[config.mk]
export PLATFORM = sky130hd
export DESIGN_NAME = gregorian_ordinal_date_converter_top
export DESIGN_NICKNAME = d
export VERILOG_FILES = /design/src/rtl/gocv_pkg.sv /design/src/rtl/gocv_to_ordinal.sv /design/src/rtl/gocv_from_ordinal.sv /design/src/rtl/gregorian_ordinal_date_converter_top.sv
export SDC_FILE = /design/constraint.sdc
export NUM_CORES = 2
export LEC_CHECK = 0
export ABC_CLOCK_PERIOD_IN_PS = 8350
export BUFFER_PORTS_ARGS = -buffer_cell sky130_fd_sc_hd__buf_2
export CAP_MARGIN = 20
export CORE_ASPECT_RATIO = 0.6
export CORE_MARGIN = 2
export CORE_UTILIZATION = 50
export CTS_CLUSTER_DIAMETER = 80
export DETAILED_ROUTE_END_ITERATION = 7
export PLACE_DENSITY_LB_ADDON = 0.08
export SLEW_MARGIN = 10
export SYNTH_ARGS = -nofsm -noshare
export SYNTH_HDL_FRONTEND = slang
export SYNTH_SLANG_ARGS = --single-unit
[constraint.sdc]
create_clock -name clk_i -period 8.35 [get_ports clk_i]
set_input_delay 0.4175 -clock clk_i [delete_from_list [all_inputs] [get_ports clk_i]]
set_output_delay 0.4175 -clock clk_i [all_outputs]
set_load 0.02 [all_outputs]
[src/rtl/gocv_pkg.sv]
// Shared types, constants and small lookup functions for the Gregorian
// ordinal date converter. Used by every module in rtl/; depends on nothing.
package gocv_pkg;

  // Pipeline depth shared by the top level and both datapaths.
  localparam int NumStages = 4;

  typedef logic [NumStages-1:0] stage_en_t;

  typedef enum logic [1:0] {
    StOk       = 2'd0,
    StLowYear  = 2'd1,
    StBadMonth = 2'd2,
    StBadDay   = 2'd3
  } status_e;

  localparam logic [13:0] MinYear       = 14'd1900;
  localparam logic [14:0] YearOffsetA   = 15'd4800;
  localparam logic [14:0] YearOffsetB   = 15'd4900;
  localparam logic [10:0] DaysPerFour   = 11'd1461;
  localparam logic [15:0] JanTerm       = 16'd336;
  localparam logic [12:0] RecipHundred  = 13'd5243;
  localparam int          RecipShift    = 19;
  localparam logic [6:0]  Hundred       = 7'd100;
  localparam logic [11:0] BaseYear      = 12'd2000;
  localparam logic [7:0]  CenturyNoLeap = 8'd100;
  localparam logic [8:0]  CommonYearLen = 9'd365;
  localparam int          OrdLimit      = 999;

  // Floor of 367 * k / 12 for the month term of the day number formula.
  function automatic logic [9:0] month_term(input logic [4:0] k);
    logic [9:0] v;
    case (k)
      5'd1:    v = 10'd30;
      5'd2:    v = 10'd61;
      5'd3:    v = 10'd91;
      5'd4:    v = 10'd122;
      5'd5:    v = 10'd152;
      5'd6:    v = 10'd183;
      5'd7:    v = 10'd214;
      5'd8:    v = 10'd244;
      5'd9:    v = 10'd275;
      5'd10:   v = 10'd305;
      5'd11:   v = 10'd336;
      5'd12:   v = 10'd367;
      5'd13:   v = 10'd397;
      5'd14:   v = 10'd428;
      5'd15:   v = 10'd458;
      5'd16:   v = 10'd489;
      5'd17:   v = 10'd519;
      5'd18:   v = 10'd550;
      5'd19:   v = 10'd581;
      5'd20:   v = 10'd611;
      5'd21:   v = 10'd642;
      5'd22:   v = 10'd672;
      5'd23:   v = 10'd703;
      default: v = 10'd0;
    endcase
    return v;
  endfunction

  // Days in a common year before the month with the given zero-based index.
  function automatic logic [8:0] cum_days(input logic [3:0] idx);
    logic [8:0] v;
    case (idx)
      4'd1:    v = 9'd31;
      4'd2:    v = 9'd59;
      4'd3:    v = 9'd90;
      4'd4:    v = 9'd120;
      4'd5:    v = 9'd151;
      4'd6:    v = 9'd181;
      4'd7:    v = 9'd212;
      4'd8:    v = 9'd243;
      4'd9:    v = 9'd273;
      4'd10:   v = 9'd304;
      4'd11:   v = 9'd334;
      default: v = 9'd0;
    endcase
    return v;
  endfunction

  // Leap test for a year given as an offset from 2000 (0..129).
  function automatic logic offset_leap(input logic [7:0] n);
    return (n[1:0] == 2'b00) && (n != CenturyNoLeap);
  endfunction

endpackage

[src/rtl/gocv_to_ordinal.sv]
// Calendar date to ordinal day datapath, four register stages.
// Depends on gocv_pkg; stage enables come from the top level.
module gocv_to_ordinal (
  input  logic                clk_i,
  input  gocv_pkg::stage_en_t stage_en_i,
  input  logic [13:0]         year_i,
  input  logic [6:0]          month_i,
  input  logic [6:0]          day_i,
  output logic [1:0]          status_o,
  output logic [6:0]          short_year_o,
  output logic signed [10:0]  ordinal_day_o
);

  // Stage 1: month adjustment, year offsets and range flags.
  logic signed [4:0] adj;
  logic signed [8:0] adj12;
  logic signed [8:0] k_full;
  logic [14:0] ya_d, yb_d;
  logic        dbad_d;

  logic [14:0] ya_q, yb_q, ya1_q, yb1_q;
  logic [13:0] y1_q;
  logic [4:0]  k_q;
  logic [6:0]  d1_q;
  logic        low1_q, badm1_q, dbad1_q, feb29_1_q;

  always_comb begin
    adj = 5'sd0;
    if (month_i <= 7'd2) begin
      adj = -5'sd1;
    end else begin
      for (int j = 0; j < 9; j++) begin
        if (month_i >= 7'(26 + 12 * j)) begin
          adj = adj + 5'sd1;
        end
      end
    end
    adj12  = 9'(adj) * 9'sd12;
    k_full = $signed({2'b00, month_i}) - 9'sd2 - adj12;
    ya_d   = 15'(year_i) + gocv_pkg::YearOffsetA + 15'(adj);
    yb_d   = 15'(year_i) + gocv_pkg::YearOffsetB + 15'(adj);
    dbad_d = (day_i == 7'd0) || (day_i > 7'd31) ||
             (((month_i == 7'd4) || (month_i == 7'd6) || (month_i == 7'd9) ||
               (month_i == 7'd11)) && (day_i > 7'd30)) ||
             ((month_i == 7'd2) && (day_i > 7'd29));
  end

  always_ff @(posedge clk_i) begin
    if (stage_en_i[0]) begin
      ya_q      <= ya_d;
      yb_q      <= yb_d;
      ya1_q     <= 15'(year_i) + gocv_pkg::YearOffsetA - 15'd1;
      yb1_q     <= 15'(year_i) + gocv_pkg::YearOffsetB - 15'd1;
      y1_q      <= year_i;
      k_q       <= k_full[4:0];
      d1_q      <= day_i;
      low1_q    <= year_i < gocv_pkg::MinYear;
      badm1_q   <= (month_i == 7'd0) || (month_i > 7'd12);
      dbad1_q   <= dbad_d;
      feb29_1_q <= (month_i == 7'd2) && (day_i == 7'd29);
    end
  end

  // Stage 2: constant multiplies; divisions by 100 use a reciprocal.
  logic [25:0] pa_full, pa1_full;
  logic [27:0] cb_full, cb1_full, cy_full;

  logic [24:0] pa_q, pa1_q;
  logic [7:0]  ca_q, ca1_q, cy_q;
  logic [9:0]  tk_q;
  logic [13:0] y2_q;
  logic [6:0]  d2_q;
  logic        low2_q, badm2_q, dbad2_q, feb29_2_q;

  always_comb begin
    pa_full  = 26'(ya_q) * 26'(gocv_pkg::DaysPerFour);
    pa1_full = 26'(ya1_q) * 26'(gocv_pkg::DaysPerFour);
    cb_full  = 28'(yb_q) * 28'(gocv_pkg::RecipHundred);
    cb1_full = 28'(yb1_q) * 28'(gocv_pkg::RecipHundred);
    cy_full  = 28'(y1_q) * 28'(gocv_pkg::RecipHundred);
  end

  always_ff @(posedge clk_i) begin
    if (stage_en_i[1]) begin
      pa_q      <= pa_full[24:0];
      pa1_q     <= pa1_full[24:0];
      ca_q      <= cb_full[gocv_pkg::RecipShift +: 8];
      ca1_q     <= cb1_full[gocv_pkg::RecipShift +: 8];
      cy_q      <= cy_full[gocv_pkg::RecipShift +: 8];
      tk_q      <= gocv_pkg::month_term(k_q);
      y2_q      <= y1_q;
      d2_q      <= d1_q;
      low2_q    <= low1_q;
      badm2_q   <= badm1_q;
      dbad2_q   <= dbad1_q;
      feb29_2_q <= feb29_1_q;
    end
  end

  // Stage 3: difference of the two day numbers, year remainder, status.
  logic [22:0] dp_full;
  logic [9:0]  ca3, ca13, dc;
  logic signed [15:0] ord_d;
  logic [13:0] rem_full;
  logic        leap;
  logic [1:0]  status_d;

  logic signed [15:0] ord3_q;
  logic [6:0]  rem3_q;
  logic [1:0]  status3_q;

  always_comb begin
    dp_full  = pa_q[24:2] - pa1_q[24:2];
    ca3      = {2'b00, ca_q} + {1'b0, ca_q, 1'b0};
    ca13     = {2'b00, ca1_q} + {1'b0, ca1_q, 1'b0};
    dc       = {2'b00, ca3[9:2]} - {2'b00, ca13[9:2]};
    ord_d    = $signed(dp_full[15:0]) + $signed({6'b0, tk_q}) -
               $signed(gocv_pkg::JanTerm) - $signed({6'b0, dc}) +
               $signed({9'b0, d2_q});
    rem_full = y2_q - 14'(cy_q) * 14'(gocv_pkg::Hundred);
    leap     = (y2_q[1:0] == 2'b00) &&
               ((rem_full[6:0] != 7'd0) || (cy_q[1:0] == 2'b00));
    if (low2_q) begin
      status_d = gocv_pkg::StLowYear;
    end else if (badm2_q) begin
      status_d = gocv_pkg::StBadMonth;
    end else if (dbad2_q || (feb29_2_q && !leap)) begin
      status_d = gocv_pkg::StBadDay;
    end else begin
      status_d = gocv_pkg::StOk;
    end
  end

  always_ff @(posedge clk_i) begin
    if (stage_en_i[2]) begin
      ord3_q    <= ord_d;
      rem3_q    <= rem_full[6:0];
      status3_q <= status_d;
    end
  end

  // Stage 4: clamp the day of year to -999..999.
  logic signed [10:0] ord_sat;
  logic signed [10:0] ord4_q;
  logic [6:0]  rem4_q;
  logic [1:0]  status4_q;

  always_comb begin
    if (ord3_q > 16'(gocv_pkg::OrdLimit)) begin
      ord_sat = 11'(gocv_pkg::OrdLimit);
    end else if (ord3_q < -16'(gocv_pkg::OrdLimit)) begin
      ord_sat = -11'(gocv_pkg::OrdLimit);
    end else begin
      ord_sat = ord3_q[10:0];
    end
  end

  always_ff @(posedge clk_i) begin
    if (stage_en_i[3]) begin
      ord4_q    <= ord_sat;
      rem4_q    <= rem3_q;
      status4_q <= status3_q;
    end
  end

  assign status_o      = status4_q;
  assign short_year_o  = rem4_q;
  assign ordinal_day_o = ord4_q;

endmodule

[src/rtl/gocv_from_ordinal.sv]
// Ordinal day to calendar date datapath for years 2000 to 2127, four stages.
// Depends on gocv_pkg; stage enables come from the top level.
module gocv_from_ordinal (
  input  logic                clk_i,
  input  gocv_pkg::stage_en_t stage_en_i,
  input  logic [6:0]          short_year_i,
  input  logic [9:0]          day_of_year_i,
  output logic [11:0]         year_o,
  output logic [3:0]          month_o,
  output logic [4:0]          day_o
);

  // Stage 1: fold one year length off when the day runs past the year.
  logic [7:0]  n0;
  logic [8:0]  len0;
  logic        over0;

  logic [9:0]  d1_q;
  logic [7:0]  n1_q;
  logic        zero1_q;

  always_comb begin
    n0    = {1'b0, short_year_i};
    len0  = gocv_pkg::CommonYearLen + 9'(gocv_pkg::offset_leap(n0));
    over0 = day_of_year_i > {1'b0, len0};
  end

  always_ff @(posedge clk_i) begin
    if (stage_en_i[0]) begin
      d1_q    <= over0 ? (day_of_year_i - {1'b0, len0}) : day_of_year_i;
      n1_q    <= n0 + 8'(over0);
      zero1_q <= day_of_year_i == 10'd0;
    end
  end

  // Stage 2: a second fold covers days that reach two years ahead.
  logic [8:0]  len1;
  logic        over1;

  logic [8:0]  d2_q;
  logic [7:0]  n2_q;
  logic        zero2_q;

  always_comb begin
    len1  = gocv_pkg::CommonYearLen + 9'(gocv_pkg::offset_leap(n1_q));
    over1 = d1_q > {1'b0, len1};
  end

  always_ff @(posedge clk_i) begin
    if (stage_en_i[1]) begin
      d2_q    <= over1 ? 9'(d1_q - {1'b0, len1}) : d1_q[8:0];
      n2_q    <= n1_q + 8'(over1);
      zero2_q <= zero1_q;
    end
  end

  // Stage 3: month from parallel compares against month start days.
  logic        leap2;
  logic [10:0] past;
  logic [8:0]  thr;

  logic [3:0]  mon3_q;
  logic [8:0]  d3_q;
  logic [7:0]  n3_q;
  logic        zero3_q, leap3_q;

  always_comb begin
    leap2 = gocv_pkg::offset_leap(n2_q);
    thr   = 9'd0;
    for (int i = 1; i < 12; i++) begin
      thr         = gocv_pkg::cum_days(4'(i)) + 9'(leap2 && (i >= 2));
      past[i - 1] = d2_q > thr;
    end
  end

  always_ff @(posedge clk_i) begin
    if (stage_en_i[2]) begin
      mon3_q  <= 4'd1 + 4'($countones(past));
      d3_q    <= d2_q;
      n3_q    <= n2_q;
      zero3_q <= zero2_q;
      leap3_q <= leap2;
    end
  end

  // Stage 4: day within the month; day zero means December 31 of the year before.
  logic [8:0]  base;
  logic [8:0]  dom;

  logic [11:0] year4_q;
  logic [3:0]  mon4_q;
  logic [4:0]  day4_q;

  always_comb begin
    base = gocv_pkg::cum_days(mon3_q - 4'd1) + 9'(leap3_q && (mon3_q >= 4'd3));
    dom  = d3_q - base;
  end

  always_ff @(posedge clk_i) begin
    if (stage_en_i[3]) begin
      year4_q <= gocv_pkg::BaseYear + 12'(n3_q) - 12'(zero3_q);
      mon4_q  <= zero3_q ? 4'd12 : mon3_q;
      day4_q  <= zero3_q ? 5'd31 : dom[4:0];
    end
  end

  assign year_o  = year4_q;
  assign month_o = mon4_q;
  assign day_o   = day4_q;

endmodule

[src/rtl/gregorian_ordinal_date_converter_top.sv]
// Top level of the Gregorian ordinal date converter: pipeline control and result select.
// Depends on gocv_pkg, gocv_to_ordinal and gocv_from_ordinal.

// This block converts between calendar dates and ordinal days. With operation 0 an
// item carries a year, month and day; the result gives a status code (year below 1900,
// month outside 1 to 12, or a day the month does not have, February 29 counting only
// in leap years; the first failing check wins), the year modulo 100 and the one-based
// day of year, which is computed even for a bad date and clamped to -999..999. With
// operation 1 an item carries a year offset from 2000 and a day of year; the result is
// the calendar date, where day zero gives December 31 of the year before and days past
// the year's end roll into the following years. Fields that belong to the other
// operation read zero. The block is a four-stage pipeline: it accepts one item every
// clock cycle while the output is not stalled. Every stage holds a valid bit and
// advances whenever the stage after it is empty or moving, so a stall on the output
// only backs up stages that hold items, and empty stages still fill.
module gregorian_ordinal_date_converter_top (
  input  logic               clk_i,
  input  logic               rst_ni,
  input  logic               in_valid_i,
  output logic               in_stall_o,
  input  logic               operation_i,
  input  logic [13:0]        year_i,
  input  logic [6:0]         month_i,
  input  logic [6:0]         day_i,
  input  logic [6:0]         short_year_i,
  input  logic [9:0]         day_of_year_i,
  output logic               out_valid_o,
  input  logic               out_stall_i,
  output logic [1:0]         status_o,
  output logic [6:0]         ordinal_short_year_o,
  output logic signed [10:0] ordinal_day_o,
  output logic [11:0]        result_year_o,
  output logic [3:0]         result_month_o,
  output logic [4:0]         result_day_o
);

  localparam int Depth = gocv_pkg::NumStages;

  logic [Depth-1:0]    valid_q;
  logic [Depth-1:0]    op_q;
  logic [Depth:0]      ready;
  gocv_pkg::stage_en_t stage_en;

  // A stage may load when it is empty or when its content moves on this cycle.
  always_comb begin
    ready[Depth] = !out_stall_i;
    for (int k = Depth - 1; k >= 0; k--) begin
      ready[k] = !valid_q[k] || ready[k + 1];
    end
    stage_en = ready[Depth-1:0];
  end

  assign in_stall_o  = !ready[0];
  assign out_valid_o = valid_q[Depth-1];

  always_ff @(posedge clk_i or negedge rst_ni) begin
    if (!rst_ni) begin
      valid_q <= '0;
    end else begin
      if (stage_en[0]) begin
        valid_q[0] <= in_valid_i;
      end
      for (int k = 1; k < Depth; k++) begin
        if (stage_en[k]) begin
          valid_q[k] <= valid_q[k - 1];
        end
      end
    end
  end

  // The operation bit travels with its item to pick the result fields.
  always_ff @(posedge clk_i) begin
    if (stage_en[0]) begin
      op_q[0] <= operation_i;
    end
    for (int k = 1; k < Depth; k++) begin
      if (stage_en[k]) begin
        op_q[k] <= op_q[k - 1];
      end
    end
  end

  logic [1:0]         ord_status;
  logic [6:0]         ord_short_year;
  logic signed [10:0] ord_day;
  logic [11:0]        date_year;
  logic [3:0]         date_month;
  logic [4:0]         date_day;

  gocv_to_ordinal u_to_ordinal (
    .clk_i         (clk_i),
    .stage_en_i    (stage_en),
    .year_i        (year_i),
    .month_i       (month_i),
    .day_i         (day_i),
    .status_o      (ord_status),
    .short_year_o  (ord_short_year),
    .ordinal_day_o (ord_day)
  );

  gocv_from_ordinal u_from_ordinal (
    .clk_i         (clk_i),
    .stage_en_i    (stage_en),
    .short_year_i  (short_year_i),
    .day_of_year_i (day_of_year_i),
    .year_o        (date_year),
    .month_o       (date_month),
    .day_o         (date_day)
  );

  // Both datapaths run on every item; the last stage's operation bit zeroes the unused half.
  assign status_o             = op_q[Depth-1] ? gocv_pkg::StOk : ord_status;
  assign ordinal_short_year_o = op_q[Depth-1] ? 7'd0 : ord_short_year;
  assign ordinal_day_o        = op_q[Depth-1] ? 11'sd0 : ord_day;
  assign result_year_o        = op_q[Depth-1] ? date_year : 12'd0;
  assign result_month_o       = op_q[Depth-1] ? date_month : 4'd0;
  assign result_day_o         = op_q[Depth-1] ? date_day : 5'd0;

endmodule

# Word level (Yosys, flattened, before mapping)
# Memory sizes are Yosys's and may differ from the RTL's. A register that Yosys moved wholly into a read port is not among the register bits.
# Cells that the tools add are included.
word_totals:
  rom_bits: 464
  mem_count: 2
  in_bits: 50
  regBits: 298
classes:
  n_mul: 7
  n_addsub: 57
  muxes: 29
  n_lt_le_gt_ge: 31
  reduce_logical: 39
  eq_ne: 9
memory_table:
  columns: ["memory", "words", "word_bits", "read_ports", "rd_ports_with_merged_regs", "wr", "line", "source"]
  rows:
  - ["(name not given)", 32, 10, 1, 1, 0, "gocv_pkg.sv:33", "case (k)"]
  - ["(name not given)", 16, 9, 1, 0, 0, "gocv_pkg.sv:65", "case (idx)"]
op_table:
  columns: ["op", "count"]
  rows:
  - ["two-way mux 5 bit", 18]
  - ["> comparator 9 bit", 7]
  - ["multiplier 15 x 13 -> 27 bit (second input constant)", 2]
  - ["adder 9 x 1 -> 9 bit (first input constant)", 5]
  - ["adder 5 x 2 -> 5 bit (second input constant)", 8]
  - ["adder 8 x 1 -> 9 bit (first input constant)", 4]
  - ["multiplier 15 x 11 -> 18 bit (second input constant)", 2]
  - [">= comparator 7 bit (second input constant)", 5]
  - ["adder 14 x 13 -> 15 bit (second input constant)", 2]
  - ["adder 15 bit", 2]
  - ["subtractor 15 x 1 -> 15 bit (second input constant)", 2]
  - ["multiplier 14 x 13 -> 27 bit (second input constant)", 1]
  - ["two-way mux 11 bit", 2]
  - [">= comparator 7 x 6 -> 1 bit (second input constant)", 3]
  - ["> comparator 7 x 5 -> 1 bit (second input constant)", 3]
  - ["adder 8 x 9 -> 10 bit", 2]
  - ["> comparator 10 x 9 -> 1 bit", 2]
  - ["> comparator 9 x 8 -> 1 bit", 2]
  - ["adder 16 x 11 -> 16 bit", 1]
  - ["adder 16 x 8 -> 16 bit", 1]
  - ["adder 4 bit", 4]
  - ["adder 7 x 1 -> 8 bit (first input constant)", 2]
  - ["> comparator 16 x 11 -> 1 bit (second input constant)", 1]
  - ["less-than comparator 16 x 11 -> 1 bit (second input constant)", 1]
  - ["other kinds (49)", 90]

# Logic depth before layout (Yosys ltp)
depth:
  ltp_word: 29
  ltp_mapped: 40
  mapped_depth_nobuf: 39

# Hierarchy
# Synthesis repeated with hierarchy kept, for this count alone.
hier_totals:
  cells_unflattened: 2868
  area_unflattened_um2: 31715.4
modules_own_cells:
  columns: ["module", "n_inst", "cells_per_inst", "seq_area_each_um2", "area_per_inst_um2"]
  rows:
  - ["gocv_to_ordinal", 1, 2409, 6366.1, 26536.7]
  - ["gocv_from_ordinal", 1, 396, 2312.2, 4614.4]
  - ["gregorian_ordinal_date_converter_top", 1, 63, 220.2, 564.3]

# Worst setup path after synthesis
# No wires, ideal clock.
synth_timing:
  kind: "input -> register"
  startpoint: "in month_i[2]"
  endpoint: "reg u_to_ordinal.ya_q[14], data pin"
  n_path_buf: 1
  t_required_ps: 8084
  setup_time_ps: 266
  path_slack_ps: 864
  cell_stages: 37
  arrival_ps: 7220
  path_cell_list: "buf_2 o21a_1 a211oi_1 inv_1 ha_1 or3_1 ha_1 a22oi_1 xnor2_1 o21ai_0 ha_1 a22oi_1 a31oi_1 ha_1 nand2_1 nand2_1 ha_1 nand2_1 nor2_1 nor4b_1 a311o_1 or4b_4 nand2_1 inv_2 ha_1 a21boi_0 o21ai_0 a21boi_0 o21ai_0 a21boi_0 o21ai_0 a21boi_0 o21ai_0 nand2b_1 a31oi_1 a2bb2oi_1 xor2_1"
synth_between:
  elab_chain_cells: 28
synth_rtl:
  columns: ["item", "line", "source"]
  rows:
  - ["start, declared", "gregorian_ordinal_date_converter_top.sv:23", "input logic [6:0] month_i,"]
  - [">= comparator 7 x 5 -> 1 bit", "gocv_to_ordinal.sv:33", "if (month_i >= 7'(26 + 12 * j)) begin"]
  - ["two-way mux 1 bit", "gocv_to_ordinal.sv:33", null]
  - ["two-way mux 5 bit", "gocv_to_ordinal.sv:29", "if (month_i <= 7'd2) begin"]
  - ["adder 5 x 2 -> 5 bit", "gocv_to_ordinal.sv:34", "adj = adj + 5'sd1;"]
  - ["two-way mux 5 bit", "gocv_to_ordinal.sv:33", null]
  - ["two-way mux 5 bit", "gocv_to_ordinal.sv:29", null]
  - ["adder 5 x 2 -> 5 bit", "gocv_to_ordinal.sv:34", null]
  - ["two-way mux 5 bit", "gocv_to_ordinal.sv:33", null]
  - ["[... 13 more ...]", null, null]
  - ["adder 5 x 2 -> 5 bit", "gocv_to_ordinal.sv:34", null]
  - ["two-way mux 5 bit", "gocv_to_ordinal.sv:33", null]
  - ["two-way mux 5 bit", "gocv_to_ordinal.sv:29", null]
  - ["adder 5 x 2 -> 5 bit", "gocv_to_ordinal.sv:34", null]
  - ["two-way mux 5 bit", "gocv_to_ordinal.sv:33", null]
  - ["two-way mux 5 bit *", "gocv_to_ordinal.sv:29", null]
  - ["adder 15 bit *", "gocv_to_ordinal.sv:40", "ya_d = 15'(year_i) + gocv_pkg::YearOffsetA + 15'(adj);"]
  - ["named net u_to_ordinal.ya_d[14]", "gocv_to_ordinal.sv:18", "logic [14:0] ya_d, yb_d;"]
  - ["end signal, assigned", "gocv_to_ordinal.sv:50", "ya_q <= ya_d;"]
  - ["end, declared", "gocv_to_ordinal.sv:21", "logic [14:0] ya_q, yb_q, ya1_q, yb1_q;"]
# Mark *: on every way through the listed nets, which the timed path passes. The rest lies on a longest branch. The select of a mux whose other input is x is not followed.
# A chain may end at the register's enable or synchronous reset.

# Final worst setup path
# Ends and elaborated chain as after synthesis.

==> results.md <==
## Outcome
• complete, no violations — status

## Placed design
• 0.922 — gpl congestion
• 92 — # port buffers
• 58.2 mm — placed wire-length estimate after detailed placement

## Timing
• 21.8 ps — largest clock skew in the final design
• 0 — total count of max-transition violations in the final report
• 0 ps — Final TNS setup
• no — RSZ-0062 raised after global routing
• 0 — Fin. Hold Viols
• 92.3% — final worst-path cycle share
• 0 — setup violation total in the final timing report
• 7710 ps — shortest clock period the worst path allows after layout
• 130 MHz — fmax
• 1250 ps — worst slew pin tran
• 15.6% — relative slew slack

## Synth
• 28.1% — post-synthesis sequential area ratio
• 79 — synth unique cells
• 293 — number of enable flip-flop cells after synthesis
• 3,810 — net count after synthesis
• edfxtp_1 — largest area contributor in the synthesized netlist
• 11.0 um^2 — average size of a mapped cell
• 27.8% — top cell type's share of synthesized area
• edfxtp_1 — predominant post-synthesis flop cell
• 2,888 — number of cells produced by synthesis
• 0.0316 mm^2 — netlist area before placement
• 1.35% — Synth async-reset ratio
• edfxtp_1 28%, ha_1 21%, fa_1 21% — leading post-synthesis cells by cell area
• 297 — total of flip-flops plus latches after synthesis
• 0 — Synthesis Warnings

## Route
• 1,182 — count of routing violations after the opening detailed-route iteration
• met4 — highest metal layer with signal wires
• 69.1 mm — routed wire length
• 19,841 — routed via count
• 27.3 mm — met2 routed WL
• 7 — first-pass iteration count of the detailed router
• 5.15 — post-detailed-route via-to-cell ratio
• 36.9 mm — wire length on met1
• 4.10 mm — met3 wirelength from detailed routing
• 17.9 um — routed wirelength normalized by instance count
• 0 — detailed-route DRC error count
• 0 — post-route ant nets

## Global routing
• 0 — number of antenna violations at the first check in global routing
• 72 — pin count of the biggest net entering global routing
• 22.1% — global routing usage summed across all routing layers
• 112 mm — wire length of the first global-routing pass
• 0 — overflow left after global routing
• 20,320 — via count of the first global-routing pass

## Clock network
• yes — clock tree from TritonCTS
• 50 ps — clock edge transition at the registers on the reported setup and hold paths
• 297 — sinks on the clock net
• clkbuf_16 — Clock Root Buffer
• 550 ps — clock insertion delay at the later pin of the skew report
• 3 — deepest clock path buffer count
• 0 — number of buffers inserted by post-CTS setup repair
• 2 — H-tree levels
• 34 — clock buffers created by TritonCTS

## Critical path
• 580 ps — CP max stage delay
• u_to_ordinal.yb1_q[1]$_DFFE_PN_ — Critical R2R Launch
• month_i[2] — Worst setup startpoint
• 7980 ps — critical path arrival
• 2 — CP bufs+invs
• or4b_4 — slowest CP cell
• register — endpoint kind of the worst setup timing path
• in -> reg — Critical Setup Path Class
• 8620 ps — required time at the worst-slack endpoint
• 13 — maximum fanout along the worst path
• primary input — CP Launch Type
• ha_1 — most common cell type on the critical path
• compound AO/OA/AOI/OAI gates — cell class contributing the biggest share of worst-path delay

## Floorplanning
• 50.5% — effective utilization at floorplan
• 71 — Std-Cell Rows
• 0.0654 mm^2 — die area
• 93 — io pins
• 199 um — floorplan die height
• 329 um — DIE WIDTH
• 0.0626 mm^2 — placeable core region

## Layout
• 3,911 — number of nets in the layout
• 0 — diodes inserted
• 6.18% — share of layout cells above drive strength 1
• 8.25% — area growth from synthesis to layout

## Run
• 0 — number of maximum-capacitance constraint violations

## Worst hold path
• operation_i — hold path startpoint
• in -> reg — HP Class

[registers in the layout, summed over array words and instances (netlist names), 8 cells and up]
register and flops:
u_to_ordinal.yb_q 15, u_from_ordinal.d1_q 10, u_to_ordinal.ya1_q 13, u_to_ordinal.pa_q 16, u_to_ordinal.y1_q 14, u_to_ordinal.tk_q 10
u_to_ordinal.pa1_q 16, u_to_ordinal.ord3_q 16, u_from_ordinal.n1_q 8, u_to_ordinal.ordinal_day_o 11, u_to_ordinal.ca1_q 8, u_from_ordinal.n3_q 8
u_from_ordinal.year_o 12, u_from_ordinal.n2_q 8, u_to_ordinal.ya_q 13, u_to_ordinal.yb1_q 15, u_from_ordinal.d2_q 9, u_to_ordinal.ca_q 8
[routing by layer]
metal | vias up | track usage [%]
li1 | 9728 | -
met3 | 47 | 4.60
met5 | - | 0
met2 | 348 | 30.9
met4 | 0 | 3.75
met1 | 9718 | 35.3
[what timing repair did]
item,CTS,global route
gates resized for setup,0,1
hold endpoints to repair,4,0
setup endpoints to repair,0,1
hold buffers,1,0
[area by class of cell]
class,instances,area [um^2]
fillers,5514,28400
multi-input cells,1897,20200
flip-flops and latches,297,8900
inverters,656,2460
well taps,839,1050
clock buffers,40,905
repair buffers,103,578
clock inverters,18,204
[stage by stage]
stage                     hold WS [ps]  util [%]  cells  setup WS [ps]  instance area, um^2
after CTS                         12.7      54.6   3848            598                34200
after detailed placement           225      52.8   3789           91.3                33100
after global placement             225      52.8   3789            235                33100
after global routing              33.6      54.7   3850           13.5                34300
after floorplan                    122         -   2888            864                31600
final                             50.4      54.7   3850            642                34300
[placed cells by master, fill, tap and decap left out, drive strengths merged, types with 11 or more instances in the layout]
cell type,instances
inv,656
ha,542
fa,330
edfxtp,293
xnor2,174
nor2,102
buf,102
a21oi,97
nand2,76
o21ai,70
xor2,54
a21o,43
clkbuf,40
nor2b,39
o21bai,32
nor3,30
o21a,29
nand2b,29
and2,27
nand3,26
and3,21
nand4,14
o211ai,14
clkinv,14
a31oi,13
or3,11
[cell families (layout without fill, tap and decap cells)]
logic type,count (synthesis),in the layout,share of synthesized area [%]
AO/OA/AOI/OAI,361,361,7.46
XOR/XNOR,230,230,6.53
adder cells (fa/ha/maj),874,874,42.4
buffers and inverters,694,817,8.26
flip-flops,297,297,28.1
multiplexers,10,10,0.356
AND/OR/NAND/NOR,422,422,6.92
[Yosys cell counts, types with 3 or more instances]
library cell,n
a2111oi_0,3
a211o_1,4
a21boi_0,8
a21o_1,43
a21oi_1,96
a22oi_1,3
a311o_1,3
a31o_2,6
a31oi_1,13
and2_1,27
and3_1,21
and4_1,5
buf_2,4
clkbuf_1,31
dfrtp_1,4
edfxtp_1,293
fa_1,330
ha_1,542
inv_1,654
mux2i_1,9
nand2_1,76
nand2b_1,29
nand3_1,26
nand3b_1,6
nand4_1,14
nor2_1,102
nor2b_1,39
nor3_1,30
nor3b_1,6
nor4_1,9
o211ai_1,13
o21a_1,29
o21ai_0,67
o21bai_1,32
o22ai_1,7
o31ai_1,7
or2_2,8
or3_1,10
or4_1,6
xnor2_1,172
xor2_1,53
[path summary, 6_finish.rpt]
| path | endpoint | slack [ps] | cells after the start |
|---|---|---|---|
| min reg2reg | op_q[2]$_DFFE_PP_ | 420 | 0 |
| max | u_to_ordinal.ya_q[14]$_DFFE_PN_ | 640 | 37 |
| min in group asynchronous | valid_q[3]$_DFFE_PN0P_ | 220 | 2 |
| min | op_q[0]$_DFFE_PN_ | 50 | 1 |
| max reg2reg | u_to_ordinal.ca1_q[7]$_DFFE_PP_ | 1660 | 24 |
| max in group asynchronous | valid_q[1]$_DFFE_PN0P_ | 8020 | 2 |
Power is left out: the tool's default activity adds up to more than one toggle a clock period on the data nets, which glitch-free logic cannot reach.
